--- config.mk ---
export PLATFORM = sky130hd
export DESIGN_NAME = utf8_stream_decoder
export DESIGN_NICKNAME = d
export VERILOG_FILES = /design/src/design/utf8d_pkg.sv /design/src/design/utf8d_step.sv /design/src/design/utf8_stream_decoder.sv
export SDC_FILE = /design/constraint.sdc
export NUM_CORES = 1
export LEC_CHECK = 0
export ABC_AREA = 1
export BUFFER_PORTS_ARGS = -buffer_cell sky130_fd_sc_hd__buf_4
export CORE_MARGIN = 8
export CORE_UTILIZATION = 45
export DETAILED_ROUTE_END_ITERATION = 16
export PLACE_DENSITY = 0.68
export SLEW_MARGIN = 0
export SYNTH_ARGS = -nofsm -noshare
export SYNTH_HDL_FRONTEND = slang
export SYNTH_SLANG_ARGS = --single-unit
--- constraint.sdc ---
create_clock -name clock -period 6.3 [get_ports clock]
set_clock_uncertainty 0.1 [all_clocks]
set_input_delay 0.945 -clock clock [delete_from_list [all_inputs] [get_ports clock]]
set_output_delay 0.945 -clock clock [all_outputs]
set_load 0.02 [all_outputs]
--- src/design/utf8d_pkg.sv ---
// types, constants and the lead byte decode shared by the utf-8 decoder
package utf8d_pkg;

   localparam int unsigned BYTE_W   = 8;
   localparam int unsigned CP_W     = 32;
   localparam int unsigned TRAIL_W  = 3;
   localparam int unsigned PAYLD_W  = 6;

   typedef logic [BYTE_W-1:0]  byte_type;
   typedef logic [CP_W-1:0]    cp_type;
   typedef logic [TRAIL_W-1:0] trail_type;

   typedef struct packed {
      logic      emit;
      trail_type trail_left;
      cp_type    acc;
   } step_type;

   // trail bytes announced by a lead byte
   function automatic trail_type trail_count(input byte_type b);
      trail_type n;
      priority if (b < 8'hC0) n = 3'd0;
      else if (b < 8'hE0)     n = 3'd1;
      else if (b < 8'hF0)     n = 3'd2;
      else if (b < 8'hF8)     n = 3'd3;
      else if (b < 8'hFC)     n = 3'd4;
      else                    n = 3'd5;
      return n;
   endfunction

   // low 7-n bits of the lead byte
   function automatic byte_type lead_mask(input trail_type n);
      byte_type m;
      m = 8'hFF >> (3'd1 + n);
      return m;
   endfunction

endpackage

--- src/design/utf8d_step.sv ---
// next decoder state and result for one byte
module utf8d_step (
   input  utf8d_pkg::byte_type  in_byte,
   input  utf8d_pkg::cp_type    acc,
   input  utf8d_pkg::trail_type trail_left,
   output utf8d_pkg::step_type  step
);

   utf8d_pkg::trail_type n;

   assign n = utf8d_pkg::trail_count(in_byte);

   always_comb begin
      if (trail_left == 3'd0) begin
         step.acc        = {24'd0, in_byte & utf8d_pkg::lead_mask(n)};
         step.trail_left = n;
         step.emit       = (n == 3'd0);
      end else begin
         step.acc        = {acc[utf8d_pkg::CP_W-utf8d_pkg::PAYLD_W-1:0],
                            in_byte[utf8d_pkg::PAYLD_W-1:0]};
         step.trail_left = trail_left - 3'd1;
         step.emit       = (trail_left == 3'd1);
      end
   end

endmodule

--- src/design/utf8_stream_decoder.sv ---
// utf-8 stream decoder (six byte form), one byte per transfer
//
//   channel  ports                          width  direction
//   req      req_valid req_ready req_in_byte    8  in
//   rsp      rsp_valid rsp_ready rsp_code_point 32 out
//
// a byte is taken every cycle unless a stall on rsp holds it in the input register,
// and its code point, if it completes one, is then written to the result register
// bytes that open or continue a sequence pass through without a result
// reset drops a partly received sequence and any pending transfer
// a stall on rsp holds the input register only when its byte would emit
module utf8_stream_decoder (
   input  logic        clock,
   input  logic        reset,
   input  logic        req_valid,
   output logic        req_ready,
   input  logic [7:0]  req_in_byte,
   output logic        rsp_valid,
   input  logic        rsp_ready,
   output logic [31:0] rsp_code_point
);

   logic                 in_valid_ff;
   utf8d_pkg::byte_type  in_byte_ff;
   utf8d_pkg::cp_type    acc_ff;
   utf8d_pkg::trail_type trail_ff;
   logic                 out_valid_ff;
   utf8d_pkg::cp_type    out_cp_ff;

   utf8d_pkg::step_type  step;
   logic                 out_free;
   logic                 advance;

   utf8d_step u_step (
      .in_byte    (in_byte_ff),
      .acc        (acc_ff),
      .trail_left (trail_ff),
      .step       (step)
   );

   assign out_free  = !out_valid_ff || rsp_ready;
   assign advance   = in_valid_ff && (!step.emit || out_free);
   assign req_ready = !in_valid_ff || advance;

   always_ff @(posedge clock) begin
      if (reset) begin
         in_valid_ff  <= 1'b0;
         acc_ff       <= '0;
         trail_ff     <= '0;
         out_valid_ff <= 1'b0;
      end else begin
         if (req_ready) begin
            in_valid_ff <= req_valid;
         end
         if (advance) begin
            acc_ff   <= step.acc;
            trail_ff <= step.trail_left;
         end
         if (advance && step.emit) begin
            out_valid_ff <= 1'b1;
         end else if (rsp_ready) begin
            out_valid_ff <= 1'b0;
         end
      end
   end

   always_ff @(posedge clock) begin
      if (req_ready && req_valid) begin
         in_byte_ff <= req_in_byte;
      end
      if (advance && step.emit) begin
         out_cp_ff <= step.acc;
      end
   end

   assign rsp_valid      = out_valid_ff;
   assign rsp_code_point = out_cp_ff;

endmodule
Word level (Yosys, flattened, before mapping)
Cells that the tools add are included.
{"block": "totals", "register_bits": 71}
{"block": "op_classes", "n_reduce_logical": 12, "mux": 8, "eq_ne": 1, "n_bitwise": 1, "shifts": 1, "n_lt_le_gt_ge": 5, "add_sub_neg": 2}
{"cell": "$lt A8 B8 Y1 const B", "count": 5}
{"cell": "$mux W36", "count": 1}
{"cell": "$mux W3", "count": 4}
{"cell": "$and A8 B8 Y8", "count": 1}
{"cell": "$shr A8 B3 Y8 const A", "count": 1}
{"cell": "$logic_not A3 Y1", "count": 2}
{"cell": "$add A1 B3 Y3 const A", "count": 1}
{"cell": "$eq A3 B1 Y1 const B", "count": 1}
{"cell": "$logic_and A1 B1 Y1", "count": 3}
{"cell": "$logic_not A1 Y1", "count": 3}
{"cell": "$logic_or A1 B1 Y1", "count": 3}
{"cell": "$mux W1", "count": 3}
{"cell": "$sub A3 B1 Y3 const B", "count": 1}
{"cell": "$reduce_bool A2 Y1", "count": 1}

Logic depth before layout (Yosys ltp)
Gate-level depths: netlist of run 1.
{"block": "depth", "ltp_word": 15, "depth_mapped": 15, "mapped_depth_nobuf": 14}

Cells and area by module
From an unflattened synthesis of run 1, not the netlist that was laid out.
{"block": "hier_totals", "cells_unflattened": 397, "area_unflattened_um2": 3512.1}
{"module": "utf8_stream_decoder", "cells_per_inst": 284, "area_per_inst_um2": 2962.8, "instances": 1}
{"module": "utf8d_step", "cells_per_inst": 113, "area_per_inst_um2": 549.3, "instances": 1}

Worst setup path after synthesis of run 1
OpenSTA, ideal clock, no wires.
{"block": "synth_path", "kind": "flip-flop to flip-flop", "start": "register in_byte_ff[3]", "end": "register out_cp_ff[0] (netlist: rsp_code_point[0]) (enable)", "required_time_ps": 5813, "stages_incl_launch_ff": 14, "synth_period_minus_slack_ps": 2692, "arrival_time_ps": 2206, "n_path_buf": 1, "setup_slack_ps": 3608, "setup_ps": 387, "cell_sequence": "edfxtp_1 -> inv_1 -> o21ai_0 -> a21oi_1 -> inv_1 -> ha_1 -> inv_1 -> nor2_1 -> nand2_2 -> nand2_4 -> nand2_8 -> buf_4 -> nand3_1 -> inv_1"}
{"block": "synth_via", "elab_chain_len": 12, "word_cells_on_any_way": 16, "cone_classes": "5 x order compare; 6 x mux; 5 x reduce/logical"}
{"item": "from (decl)", "line": "utf8_stream_decoder.sv:24", "rtl": "utf8d_pkg::byte_type in_byte_ff;"}
{"item": "from (signal assigned)", "line": "utf8_stream_decoder.sv:69", "rtl": "in_byte_ff <= req_in_byte;"}
{"item": "$lt A8 B8 Y1", "line": "utf8d_pkg.sv:26", "rtl": "else if (b < 8'hFC) n = 3'd4;"}
{"item": "$mux W1", "line": "utf8d_pkg.sv:26"}
{"item": "$mux W3", "line": "utf8d_pkg.sv:25", "rtl": "else if (b < 8'hF8) n = 3'd3;"}
{"item": "$mux W3", "line": "utf8d_pkg.sv:24", "rtl": "else if (b < 8'hF0) n = 3'd2;"}
{"item": "$mux W3", "line": "utf8d_pkg.sv:23", "rtl": "else if (b < 8'hE0) n = 3'd1;"}
{"item": "$mux W3 (*)", "line": "utf8d_pkg.sv:22", "rtl": "priority if (b < 8'hC0) n = 3'd0;"}
{"item": "$logic_not A3 Y1 (*)", "line": "utf8d_step.sv:17", "rtl": "step.emit = (n == 3'd0);"}
{"item": "$mux W36 (*)", "line": "utf8d_step.sv:14", "rtl": "if (trail_left == 3'd0) begin"}
{"item": "$logic_not A1 Y1", "line": "utf8_stream_decoder.sv:42", "rtl": "assign advance = in_valid_ff && (!step.emit || out_free);"}
{"item": "$logic_or A1 B1 Y1", "line": "utf8_stream_decoder.sv:42"}
{"item": "$logic_and A1 B1 Y1", "line": "utf8_stream_decoder.sv:42"}
{"item": "$logic_and A1 B1 Y1 (*)", "line": "utf8_stream_decoder.sv:71", "rtl": "if (advance && step.emit) begin"}
{"item": "to (signal assigned)", "line": "utf8_stream_decoder.sv:72", "rtl": "out_cp_ff <= step.acc;"}
{"item": "to (decl)", "line": "utf8_stream_decoder.sv:28", "rtl": "utf8d_pkg::cp_type out_cp_ff;"}
Mark *: on every way between the ends. The rest lies on a longest branch, timed or not.
A chain may end at the register's enable or synchronous reset.

Worst setup path after layout of run 1
{"block": "layout_path", "start": "register trail_ff[0]", "end": "output req_ready"}
{"block": "layout_via", "elab_chain_len": 6, "word_cells_on_any_way": 7, "cone_classes": "1 x eq/ne; 1 x mux; 5 x reduce/logical"}
{"item": "from (decl)", "line": "utf8_stream_decoder.sv:26", "rtl": "utf8d_pkg::trail_type trail_ff;"}
{"item": "from (signal assigned)", "line": "utf8_stream_decoder.sv:57", "rtl": "trail_ff <= step.trail_left;"}
{"item": "$eq A3 B1 Y1 or $logic_not A3 Y1 (tied branches)", "line": "utf8d_step.sv:22, utf8d_step.sv:14"}
{"item": "$mux W36 (*)", "line": "utf8d_step.sv:14"}
{"item": "$logic_not A1 Y1 (*)", "line": "utf8_stream_decoder.sv:42"}
{"item": "$logic_or A1 B1 Y1 (*)", "line": "utf8_stream_decoder.sv:42"}
{"item": "$logic_and A1 B1 Y1 (*)", "line": "utf8_stream_decoder.sv:42"}
{"item": "$logic_or A1 B1 Y1 (*)", "line": "utf8_stream_decoder.sv:43", "rtl": "assign req_ready = !in_valid_ff || advance;"}
{"item": "to (decl)", "line": "utf8_stream_decoder.sv:16", "rtl": "output logic req_ready,"}
Marks and branches as above.

==> metrics.txt, run 1 <==
# TYPE chip_impl_metric gauge
chip_impl_metric{name="worst_skew_pair_later_pin_latency",unit="ps"} 350
chip_impl_info{name="worst_setup_path_start_kind",value="flip-flop"} 1
chip_impl_metric{name="nets",unit=""} 370
chip_impl_metric{name="synth_warnings",unit=""} 0
chip_impl_metric{name="power.density",unit="nW/um^2"} 306
chip_impl_metric{name="core_area",unit="um^2"} 6350
chip_impl_metric{name="mappedNetlistNets",unit=""} 328
chip_impl_info{name="worstSetupPathType",value="reg2out"} 1
chip_impl_metric{name="num_vias",unit=""} 2109
chip_impl_metric{name="synth.distinct_cells",unit=""} 24
chip_impl_metric{name="groute.layer.met1.usage",unit="%"} 13.1
chip_impl_metric{name="yosys_register_bits",unit=""} 71
chip_impl_info{name="rsz0062_at_grt",value="no"} 1
chip_impl_metric{name="drv_slew",unit=""} 0
chip_impl_metric{name="total_power",unit="mW"} 1.09
chip_impl_metric{name="cts_post_setup_buffers_inserted",unit=""} 0
chip_impl_metric{name="timing.final.crit_period",unit="ps"} 3260
chip_impl_metric{name="grt_pass1_wl",unit="um"} 9380
chip_impl_metric{name="number_of_antenna_repair_diodes",unit=""} 0
chip_impl_info{name="layout.cells.most_common_list",value="nand2_1 (57), buf_4 (46), inv_1 (41), edfxtp_1 (40), nor2_1 (34)"} 1
chip_impl_metric{name="met3_usage",unit="%"} 4.34
chip_impl_info{name="holdCritStartpoint",value="acc_ff[8]"} 1
chip_impl_metric{name="synth_area_per_cell",unit="um^2"} 9.58
chip_impl_info{name="clock_tree_from_tritoncts",value="built"} 1
chip_impl_metric{name="fill_cells",unit=""} 555
chip_impl_info{name="status",value="complete, no violations"} 1
chip_impl_metric{name="numCtsBuffers",unit=""} 9
chip_impl_metric{name="peakVddDrop",unit="V"} 0.000198
chip_impl_metric{name="grtUsageTotal",unit="%"} 12.1
chip_impl_metric{name="start_util",unit="%"} 46.6
chip_impl_metric{name="fp.dieArea",unit="um^2"} 9430
chip_impl_metric{name="post_drt_via_cell_ratio",unit=""} 4.87
chip_impl_metric{name="numPortBuffers",unit=""} 45
chip_impl_metric{name="layout-drive-gt1-share",unit="%"} 20.2
chip_impl_metric{name="grt.met2_usage",unit="%"} 20.4
chip_impl_metric{name="syn_to_final_growth",unit="%"} 20.6
chip_impl_metric{name="hold_buffers",unit=""} 0
chip_impl_info{name="final_common_cell",value="nand2_1"} 1
chip_impl_metric{name="cts_max_level",unit=""} 3
chip_impl_metric{name="drt_pre_antenna_iters",unit=""} 4
chip_impl_info{name="timing.hold.worst.class",value="reg2reg"} 1
chip_impl_metric{name="synthesis.instances",unit=""} 309
chip_impl_metric{name="timing.max_slew.rel_slack",unit="%"} 21.2
chip_impl_info{name="globalRoute.busiestLayer",value="met2"} 1
chip_impl_metric{name="cts-resized-gates",unit=""} 0
chip_impl_metric{name="antenna_nets_post_route",unit=""} 0
chip_impl_metric{name="worstRegToRegCells",unit=""} 12
chip_impl_metric{name="maximum_buffer_depth_of_the_clock_tree",unit=""} 2
chip_impl_metric{name="netlist_area",unit="um^2"} 2960
chip_impl_metric{name="die_y",unit="um"} 97.1
chip_impl_metric{name="top_level_ports",unit=""} 46
chip_impl_metric{name="die_width",unit="um"} 97.1
chip_impl_info{name="cts_root_buffer",value="clkbuf_8"} 1
chip_impl_metric{name="number_of_endpoints_with_negative_hold_slack_in_the_final_report",unit=""} 0
chip_impl_metric{name="cap_violations",unit=""} 0
chip_impl_metric{name="floorplan.rows",unit=""} 29
chip_impl_metric{name="regToRegSetupSlack",unit="ps"} 3200
chip_impl_metric{name="route.detailed.wl_per_inst",unit="um"} 12.6
chip_impl_info{name="timing.rr.start",value="in_byte_ff[3]"} 1
chip_impl_metric{name="place.gp.congestion",unit=""} 0.764
chip_impl_metric{name="synth.yosys.seq_area_share",unit="%"} 61.5
chip_impl_info{name="worstSetupEndpointType",value="output pin"} 1
chip_impl_metric{name="critical_path.max_fanout",unit=""} 21
chip_impl_metric{name="grt_max_degree",unit=""} 35
chip_impl_metric{name="dp_hpwl",unit="um"} 3580
chip_impl_metric{name="power.leakage",unit="nW"} 1.46
chip_impl_metric{name="initial_antenna_violation_count",unit=""} 0
chip_impl_metric{name="grt_pass1_vias",unit=""} 2084
chip_impl_metric{name="min_period_over_period",unit="%"} 51.8
chip_impl_metric{name="drt_iter0_drc",unit=""} 135
chip_impl_metric{name="max_freq",unit="MHz"} 307
chip_impl_metric{name="path_clk_slew",unit="ps"} 70
chip_impl_info{name="worstSetupEndpoint",value="req_ready"} 1
chip_impl_metric{name="setup_viol",unit=""} 0
chip_impl_metric{name="worst_slew_pin_slew",unit="ps"} 1180
chip_impl_metric{name="leftover_overflow_at_the_end_of_global_routing",unit=""} 0
chip_impl_metric{name="aggregate_routed_wire_length",unit="um"} 5460
chip_impl_metric{name="setup-tns-final",unit="ps"} 0
chip_impl_info{name="critical_path.startpoint",value="trail_ff[0]"} 1
chip_impl_metric{name="drc",unit=""} 0
chip_impl_metric{name="required_time_of_the_critical_path",unit="ps"} 5250
chip_impl_info{name="r2r-end",value="rsp_code_point[2]"} 1
chip_impl_metric{name="cp_data_arrival_time",unit="ps"} 2220
chip_impl_metric{name="cts_num_sinks",unit=""} 71
==> stage by stage <==
step / util [%] / setup WS [ps] / cells / hold WS (ps) / cell area, um^2
after global routing: 56.2 / 2890 / 433 / 379 / 3570
after CTS: 56.2 / 3000 / 433 / 364 / 3570
after global placement: 52.1 / 3300 / 417 / 350 / 3310
after floorplan: - / 3610 / 309 / 327 / 2960
after detailed placement: 52.1 / 3180 / 417 / 353 / 3310
final: 56.2 / 3040 / 433 / 361 / 3570
==> worst min path at each step <==
stage / to / slack, ps / cells after the start
3_3_place_gp: acc_ff[12] / 350 / 2
5_1_grt: acc_ff[25] / 380 / 2
3_5_place_dp: acc_ff[25] / 350 / 2
6_report: acc_ff[8] / 360 / 2
2_1_floorplan: rsp_code_point[0] / 330 / 0
4_1_cts: acc_ff[11] / 360 / 2
==> cells in the mapped netlist, drive strengths merged <==
master | count | area [um^2]
nand2 | 63 | 275
inv | 44 | 165
edfxtp | 40 | 1200
nor2 | 35 | 139
nand3 | 33 | 165
dfxtp | 31 | 621
a21oi | 29 | 145
buf | 11 | 76.3
ha | 7 | 87.6
o21ai | 5 | 25.0
clkbuf | 4 | 15.0
nand4 | 3 | 18.8
and2 | 2 | 12.5
nor3b | 1 | 7.51
or2 | 1 | 6.26
==> flip-flops by register name, summed over array words and instances (netlist names) <==
name,count
rsp_valid,1
acc_ff,26
trail_ff,3
in_valid_ff,1
in_byte_ff,8
rsp_code_point,32
==> where the power goes <==
part / internal (mW) / switching (mW)
combinational: 0.0345 / 0.0723
clock: 0.302 / 0.167
sequential: 0.511 / 0.00730
total: 0.848 / 0.246
==> area by class of cell <==
class	count	area [um^2]	share of cell area (%)
timing repair buffer	46	345	9.67
inverter	44	165	4.63
clock buffer	10	128	3.57
multi-input combinational	179	882	24.7
clock inverter	6	133	3.71
tap	77	96.3	2.70
sequential	71	1820	51.0
==> metal layers <==
layer / up-vias / share of wire [%]
met3: 13 / 5.3
met2: 50 / 48
met4: 0 / 2.0
li1: 1083 / -
met5: - / 0
met1: 963 / 45
==> critical path: stages, from the launching register on <==
cell     delay (ps)
dfxtp_1         360
inv_1            80
ha_1            200
nand2_1         470
nand3_1         230
nand2_4         170
nand3_1         140
buf_4           210
==> kinds of logic after synthesis <==
family                   after synthesis  share of synthesized area (%)
buffers and inverters                 59                           8.66
adder cells (fa/ha/maj)                7                           2.96
AND/OR/NAND/NOR                      138                           21.1
AO/OA/AOI/OAI                         34                           5.75
flip-flops                            71                           61.5
Note: power is estimated with default switching activity, not from simulation.
==> inputs of run 2 (changes only) <==
==> constraint.sdc (replaced) <==
create_clock -name clock -period 3.25 [get_ports clock]
set_clock_uncertainty 0.1 [all_clocks]
set_input_delay 0.4875 -clock clock [delete_from_list [all_inputs] [get_ports clock]]
set_output_delay 0.4875 -clock clock [all_outputs]
set_load 0.02 [all_outputs]
==> run 2 against run 1 <==
Against the previous run: global-route usage up 0.42 points; non-clock buffer count up 3; count of clock-buffer cells in the layout down 1; sequential power up 95%; die area unchanged; total power up 90%; largest power group unchanged.
==> metrics.txt, run 2 (synthesis gave the netlist of run 1 again) <==
# TYPE chip_impl_metric gauge
chip_impl_info{name="cts_root_buffer",value="clkbuf_8"} 1
chip_impl_metric{name="worst_skew_pair_later_pin_latency",unit="ps"} 360
chip_impl_metric{name="cts-resized-gates",unit=""} 0
chip_impl_metric{name="placed_cells_incl_taps",unit=""} 420
chip_impl_metric{name="aggregate_routed_wire_length",unit="um"} 5570
chip_impl_metric{name="cap_violations",unit=""} 0
chip_impl_metric{name="top_level_ports",unit=""} 46
chip_impl_metric{name="antenna_nets_post_route",unit=""} 0
chip_impl_metric{name="layout-drive-gt1-share",unit="%"} 21.2
chip_impl_metric{name="numCtsBuffers",unit=""} 9
chip_impl_metric{name="place_ws",unit="ps"} 771
chip_impl_metric{name="drt_pre_antenna_iters",unit=""} 4
chip_impl_metric{name="num_vias",unit=""} 2107
chip_impl_metric{name="total_power",unit="mW"} 2.07
chip_impl_metric{name="dp_hpwl",unit="um"} 3720
chip_impl_metric{name="nets",unit=""} 373
chip_impl_metric{name="min_period_over_period",unit="%"} 84.0
chip_impl_info{name="cpMostUsedCell",value="inv_1"} 1
chip_impl_metric{name="fill_cells",unit=""} 564
chip_impl_metric{name="power.density",unit="nW/um^2"} 580
chip_impl_info{name="cells_along_the_critical_path",value="o21ai_0 > a21oi_1 > inv_1 > ha_1 > inv_1 > nor2_1 > nand2_2 > nand2_4 > nand3_1 > buf_4"} 1
chip_impl_info{name="holdCritStartpoint",value="req_in_byte[7]"} 1
chip_impl_info{name="rsz0062_at_grt",value="no"} 1
chip_impl_metric{name="syn_to_final_growth",unit="%"} 20.8
chip_impl_metric{name="grt_pass1_vias",unit=""} 2032
chip_impl_metric{name="cts_post_setup_buffers_inserted",unit=""} 0
chip_impl_metric{name="post-route-cell-area",unit="um^2"} 3580
chip_impl_info{name="timing.rr.start",value="in_byte_ff[3]"} 1
chip_impl_metric{name="numPortBuffers",unit=""} 45
chip_impl_info{name="timing.hold.worst.class",value="in2reg"} 1
chip_impl_metric{name="route.detailed.wl_per_inst",unit="um"} 12.8
chip_impl_metric{name="grt_pass1_wl",unit="um"} 9540
chip_impl_metric{name="holdWs",unit="ps"} 202
chip_impl_metric{name="fin_util",unit="%"} 56.3
chip_impl_metric{name="number_of_endpoints_with_negative_hold_slack_in_the_final_report",unit=""} 0
chip_impl_metric{name="setup-tns-final",unit="ps"} 0
chip_impl_info{name="worstSetupEndpointType",value="output pin"} 1
chip_impl_metric{name="number_of_antenna_repair_diodes",unit=""} 0
chip_impl_metric{name="maximum_buffer_depth_of_the_clock_tree",unit=""} 2
chip_impl_metric{name="hold_buffers",unit=""} 0
chip_impl_info{name="final_common_cell",value="nand2_1"} 1
chip_impl_metric{name="critical_path.max_fanout",unit=""} 4
chip_impl_metric{name="post_drt_via_cell_ratio",unit=""} 4.83
chip_impl_metric{name="critical_path_buf_inv_count",unit=""} 3
chip_impl_metric{name="area.sequential",unit="um^2"} 1820
chip_impl_metric{name="critical-path-max-stage-delay",unit="ps"} 410
chip_impl_metric{name="initial_antenna_violation_count",unit=""} 0
chip_impl_metric{name="leftover_overflow_at_the_end_of_global_routing",unit=""} 0
chip_impl_info{name="worst_setup_path_start_kind",value="flip-flop"} 1
chip_impl_metric{name="cp_data_arrival_time",unit="ps"} 2140
chip_impl_metric{name="max_freq",unit="MHz"} 366
chip_impl_metric{name="grtUsageTotal",unit="%"} 12.6
chip_impl_metric{name="floorplan.rows",unit=""} 29
chip_impl_metric{name="grt_max_degree",unit=""} 35
chip_impl_metric{name="cts_num_sinks",unit=""} 71
chip_impl_metric{name="required_time_of_the_critical_path",unit="ps"} 2660
chip_impl_metric{name="start_util",unit="%"} 46.6
chip_impl_metric{name="path_clk_slew",unit="ps"} 70
chip_impl_metric{name="drt_iter0_drc",unit=""} 166
chip_impl_metric{name="dpl-instance-area",unit="um^2"} 3330
chip_impl_metric{name="setup_slack",unit="ps"} 519
chip_impl_info{name="critical_path.startpoint",value="in_byte_ff[2]"} 1
chip_impl_info{name="worstSetupPathType",value="reg2out"} 1
chip_impl_metric{name="worst_slew_pin_slew",unit="ps"} 606
chip_impl_info{name="layout.cells.most_common_list",value="nand2_1 (57), buf_4 (49), inv_1 (41), edfxtp_1 (40), nor2_1 (34)"} 1
chip_impl_metric{name="max_ffs_per_register",unit=""} 32
chip_impl_metric{name="drc",unit=""} 0
chip_impl_info{name="status",value="complete, no violations"} 1
chip_impl_metric{name="timing.max_slew.rel_slack",unit="%"} 59.5
chip_impl_metric{name="power.leakage",unit="nW"} 1.47
chip_impl_metric{name="setup_viol",unit=""} 0
chip_impl_info{name="crit_family",value="compound AO/OA/AOI/OAI gates"} 1
chip_impl_info{name="clock_tree_from_tritoncts",value="built"} 1
chip_impl_info{name="timing.critical_path.slowest_stage_cell",value="edfxtp_1"} 1
chip_impl_metric{name="core_area",unit="um^2"} 6350
chip_impl_metric{name="fp.dieArea",unit="um^2"} 9430
chip_impl_metric{name="die_width",unit="um"} 97.1
chip_impl_metric{name="timing.final.crit_period",unit="ps"} 2730
chip_impl_metric{name="place.gp.congestion",unit=""} 0.758
chip_impl_metric{name="drv_slew",unit=""} 0
chip_impl_metric{name="die_y",unit="um"} 97.1
chip_impl_metric{name="cts_max_level",unit=""} 3
chip_impl_metric{name="combined_area_of_the_multi_input_logic_cells",unit="um^2"} 882
chip_impl_metric{name="peakVddDrop",unit="V"} 0.000309
chip_impl_metric{name="instances_no_fill",unit=""} 436
[run 2: final timing paths]
kind                       endpoint  slack [ps]  depth (start not counted)
hold / removal        in_byte_ff[7]         200                          1
setup / recovery          req_ready         520                         10
hold reg to reg          acc_ff[14]         360                          2
setup reg to reg  rsp_code_point[8]         780                         13
[run 2: area by class of cell]
class	instances	share of cell area, %
flip-flops and latches	71	50.9
well taps	77	2.69
multi-input cells	179	24.7
clock buffers	9	3.46
inverters	44	4.62
clock inverters	7	3.36
repair buffers	49	10.3
[run 2: report_power, final]
| group | internal (mW) | switching [mW] |
|---|---|---|
| combinational | 0.0716 | 0.139 |
| clock | 0.512 | 0.345 |
| sequential | 0.990 | 0.0177 |
| total | 1.57 | 0.501 |
[run 2: per-layer routing]
| metal | vias to the layer above | track usage (%) | wire [um] |
|---|---|---|---|
| met2 | 43 | 19.0 | 2580 |
| met3 | 10 | 6.12 | 336 |
| li1 | 1086 | - | - |
| met5 | - | 0 | 0 |
| met4 | 0 | 5.68 | 92 |
| met1 | 968 | 14.7 | 2560 |
==> inputs of run 3 (changes only) <==
==> constraint.sdc (replaced) <==
create_clock -name clock -period 2.85 [get_ports clock]
set_clock_uncertainty 0.1 [all_clocks]
set_input_delay 0.4275 -clock clock [delete_from_list [all_inputs] [get_ports clock]]
set_output_delay 0.4275 -clock clock [all_outputs]
set_load 0.02 [all_outputs]
==> run 3 against run 2 <==
Against the previous run: design area about the same; die area is the same; utilization about the same; via count fell by 1.4%; sequential share of layout area is essentially flat; final cell count is the same; global-route usage shrank 0.22 points; clock power grew 13%; critical path type unchanged.
==> metrics.txt, run 3 (synthesis gave the netlist of run 1 again) <==
# TYPE chip_impl_metric gauge
chip_impl_info{name="status",value="complete, no violations"} 1
chip_impl_metric{name="numCtsBuffers",unit=""} 9
chip_impl_metric{name="maximum_buffer_depth_of_the_clock_tree",unit=""} 2
chip_impl_info{name="timing.hold.worst.class",value="in2reg"} 1
chip_impl_metric{name="grt_pass1_vias",unit=""} 2029
chip_impl_metric{name="worstRegToRegCells",unit=""} 13
chip_impl_metric{name="hold_buffers",unit=""} 0
chip_impl_metric{name="pwr-share-comb",unit="%"} 10.2
chip_impl_metric{name="setup_viol",unit=""} 0
chip_impl_info{name="rsz0062_at_grt",value="no"} 1
chip_impl_metric{name="nets",unit=""} 373
chip_impl_metric{name="critical_path.max_fanout",unit=""} 4
chip_impl_metric{name="timing.final.crit_period",unit="ps"} 2590
chip_impl_metric{name="min_period_over_period",unit="%"} 90.8
chip_impl_info{name="cts_root_buffer",value="clkbuf_8"} 1
chip_impl_metric{name="cts_post_setup_buffers_inserted",unit=""} 0
chip_impl_metric{name="holdWs",unit="ps"} 148
chip_impl_metric{name="p_sw",unit="mW"} 0.563
chip_impl_metric{name="num_vias",unit=""} 2078
chip_impl_metric{name="place_ws",unit="ps"} 434
chip_impl_metric{name="cts_num_sinks",unit=""} 71
chip_impl_metric{name="worst_slew_pin_slew",unit="ps"} 479
chip_impl_metric{name="number_of_endpoints_with_negative_hold_slack_in_the_final_report",unit=""} 0
chip_impl_info{name="timing.rr.start",value="in_byte_ff[3]"} 1
chip_impl_metric{name="numPortBuffers",unit=""} 45
chip_impl_metric{name="power_frac_clock",unit="%"} 41.0
chip_impl_metric{name="route.detailed.wl_per_inst",unit="um"} 12.6
chip_impl_metric{name="grt_max_degree",unit=""} 35
chip_impl_metric{name="die_width",unit="um"} 97.1
chip_impl_metric{name="die_y",unit="um"} 97.1
chip_impl_metric{name="setup_slack",unit="ps"} 263
chip_impl_metric{name="timing.max_slew.rel_slack",unit="%"} 68.0
chip_impl_metric{name="placed_cells_incl_taps",unit=""} 420
chip_impl_metric{name="power.leakage",unit="nW"} 1.46
chip_impl_metric{name="worst_skew_pair_later_pin_latency",unit="ps"} 350
chip_impl_info{name="worst_setup_path_start_kind",value="flip-flop"} 1
chip_impl_metric{name="drt_pre_antenna_iters",unit=""} 4
chip_impl_info{name="final_common_cell",value="nand2_1"} 1
chip_impl_info{name="clock_tree_from_tritoncts",value="built"} 1
chip_impl_info{name="worstSetupEndpointType",value="output pin"} 1
chip_impl_metric{name="peakVddDrop",unit="V"} 0.000407
chip_impl_metric{name="dp_hpwl",unit="um"} 3730
chip_impl_metric{name="sw_frac_of_total",unit="%"} 23.9
chip_impl_metric{name="start_util",unit="%"} 46.6
chip_impl_metric{name="max_freq",unit="MHz"} 387
chip_impl_metric{name="place.gp.congestion",unit=""} 0.769
chip_impl_metric{name="initial_antenna_violation_count",unit=""} 0
chip_impl_metric{name="grtUsageTotal",unit="%"} 12.3
chip_impl_metric{name="power.share.sequential",unit="%"} 48.7
chip_impl_info{name="layout.cells.most_common_list",value="nand2_1 (57), buf_4 (49), inv_1 (41), edfxtp_1 (40), nor2_1 (34)"} 1
chip_impl_metric{name="cp_data_arrival_time",unit="ps"} 2060
chip_impl_metric{name="drt_iter0_drc",unit=""} 146
chip_impl_metric{name="leftover_overflow_at_the_end_of_global_routing",unit=""} 0
chip_impl_metric{name="top_level_ports",unit=""} 46
chip_impl_metric{name="cap_violations",unit=""} 0
chip_impl_metric{name="core_area",unit="um^2"} 6350
chip_impl_metric{name="regToRegSetupSlack",unit="ps"} 430
chip_impl_metric{name="power_report.internal_total",unit="mW"} 1.79
chip_impl_metric{name="syn_to_final_growth",unit="%"} 20.9
chip_impl_info{name="worst_hold_path.endpoint",value="in_byte_ff[5]"} 1
chip_impl_metric{name="post_drt_via_cell_ratio",unit=""} 4.77
chip_impl_metric{name="power.density",unit="nW/um^2"} 658
chip_impl_metric{name="required_time_of_the_critical_path",unit="ps"} 2320
chip_impl_metric{name="number_of_antenna_repair_diodes",unit=""} 0
chip_impl_metric{name="max_ffs_per_register",unit=""} 32
chip_impl_metric{name="drc",unit=""} 0
chip_impl_info{name="holdCritStartpoint",value="req_in_byte[5]"} 1
chip_impl_metric{name="aggregate_routed_wire_length",unit="um"} 5470
chip_impl_metric{name="antenna_nets_post_route",unit=""} 0
chip_impl_metric{name="cts_max_level",unit=""} 3
chip_impl_metric{name="floorplan.rows",unit=""} 29
chip_impl_metric{name="instances_no_fill",unit=""} 436
chip_impl_metric{name="holdPathStages",unit=""} 1
chip_impl_metric{name="cts-resized-gates",unit=""} 0
chip_impl_metric{name="setup-tns-final",unit="ps"} 0
chip_impl_metric{name="fill_cells",unit=""} 574
chip_impl_metric{name="layout-drive-gt1-share",unit="%"} 21.2
chip_impl_metric{name="drv_slew",unit=""} 0
chip_impl_info{name="worstSetupPathType",value="reg2out"} 1
chip_impl_metric{name="fp.dieArea",unit="um^2"} 9430
chip_impl_metric{name="grt_pass1_wl",unit="um"} 9510
chip_impl_info{name="r2r-end",value="rsp_code_point[23]"} 1
chip_impl_metric{name="path_clk_slew",unit="ps"} 80
==> run 3: changes by cell type in the layout (fill, tap and decap cells not counted), sizes merged <==
cell / delta
clkinvlp: +2
clkinv: -1
inv: -1
==> run 3: power groups by stage <==
| stage | logic (mW) | clock network (mW) | registers, mW |
|---|---|---|---|
| 5_1_grt | 0.267 | 1.03 | 1.15 |
| 3_3_place_gp | 0.240 | 0 | 1.17 |
| 4_1_cts | 0.244 | 0.983 | 1.15 |
| 6_report | 0.241 | 0.967 | 1.15 |
| 2_1_floorplan | 0.138 | 0 | 1.20 |
| 3_5_place_dp | 0.244 | 0 | 1.17 |
==> run 3: critical path, cell delays in order (launching register included) <==
cell and delay, ps:
edfxtp_1 410, inv_1 80, o21ai_0 100, a21oi_1 260
inv_1 110, ha_1 200, inv_1 50, nor2_1 40
nand2_2 90, nand2_4 80, nand3_1 130, buf_4 160
==> run 3: through the flow <==
step	total power [mW]	instance area (um^2)	utilization (%)
4_1_cts	2.38	3580	56.4
6_report	2.35	3580	56.4
5_1_grt	2.45	3580	56.4
3_5_place_dp	1.41	3330	52.5
2_1_floorplan	1.34	2960	-
3_3_place_gp	1.41	3330	52.5
==> run 3: final cells by class <==
cell class / instances / area, um^2 / share of cell area, %
timing repair buffer: 49 / 368 / 10.3
sequential: 71 / 1820 / 50.9
inverter: 44 / 165 / 4.62
tap: 77 / 96.3 / 2.69
clock buffer: 9 / 124 / 3.46
clock inverter: 7 / 121 / 3.39
multi-input combinational: 179 / 882 / 24.7
==> run 3: how the worst max path moves through the flow <==
stage	to	slack, ps	start	cells after the start
finish	req_ready	260	in_byte_ff[3]	11
global route	req_ready	70	in_byte_ff[3]	11
CTS	req_ready	220	in_byte_ff[2]	10
detailed placement	rsp_code_point[19]	430	in_byte_ff[3]	13
global placement	rsp_code_point[28]	530	in_byte_ff[3]	13
floorplan	rsp_code_point[0]	160	in_byte_ff[3]	13
==> run 3: routing by layer <==
layer,track usage (%),wire (um)
met5,0,0
met4,6.04,91
met3,5.12,361
met2,19.1,2580
met1,14.4,2450
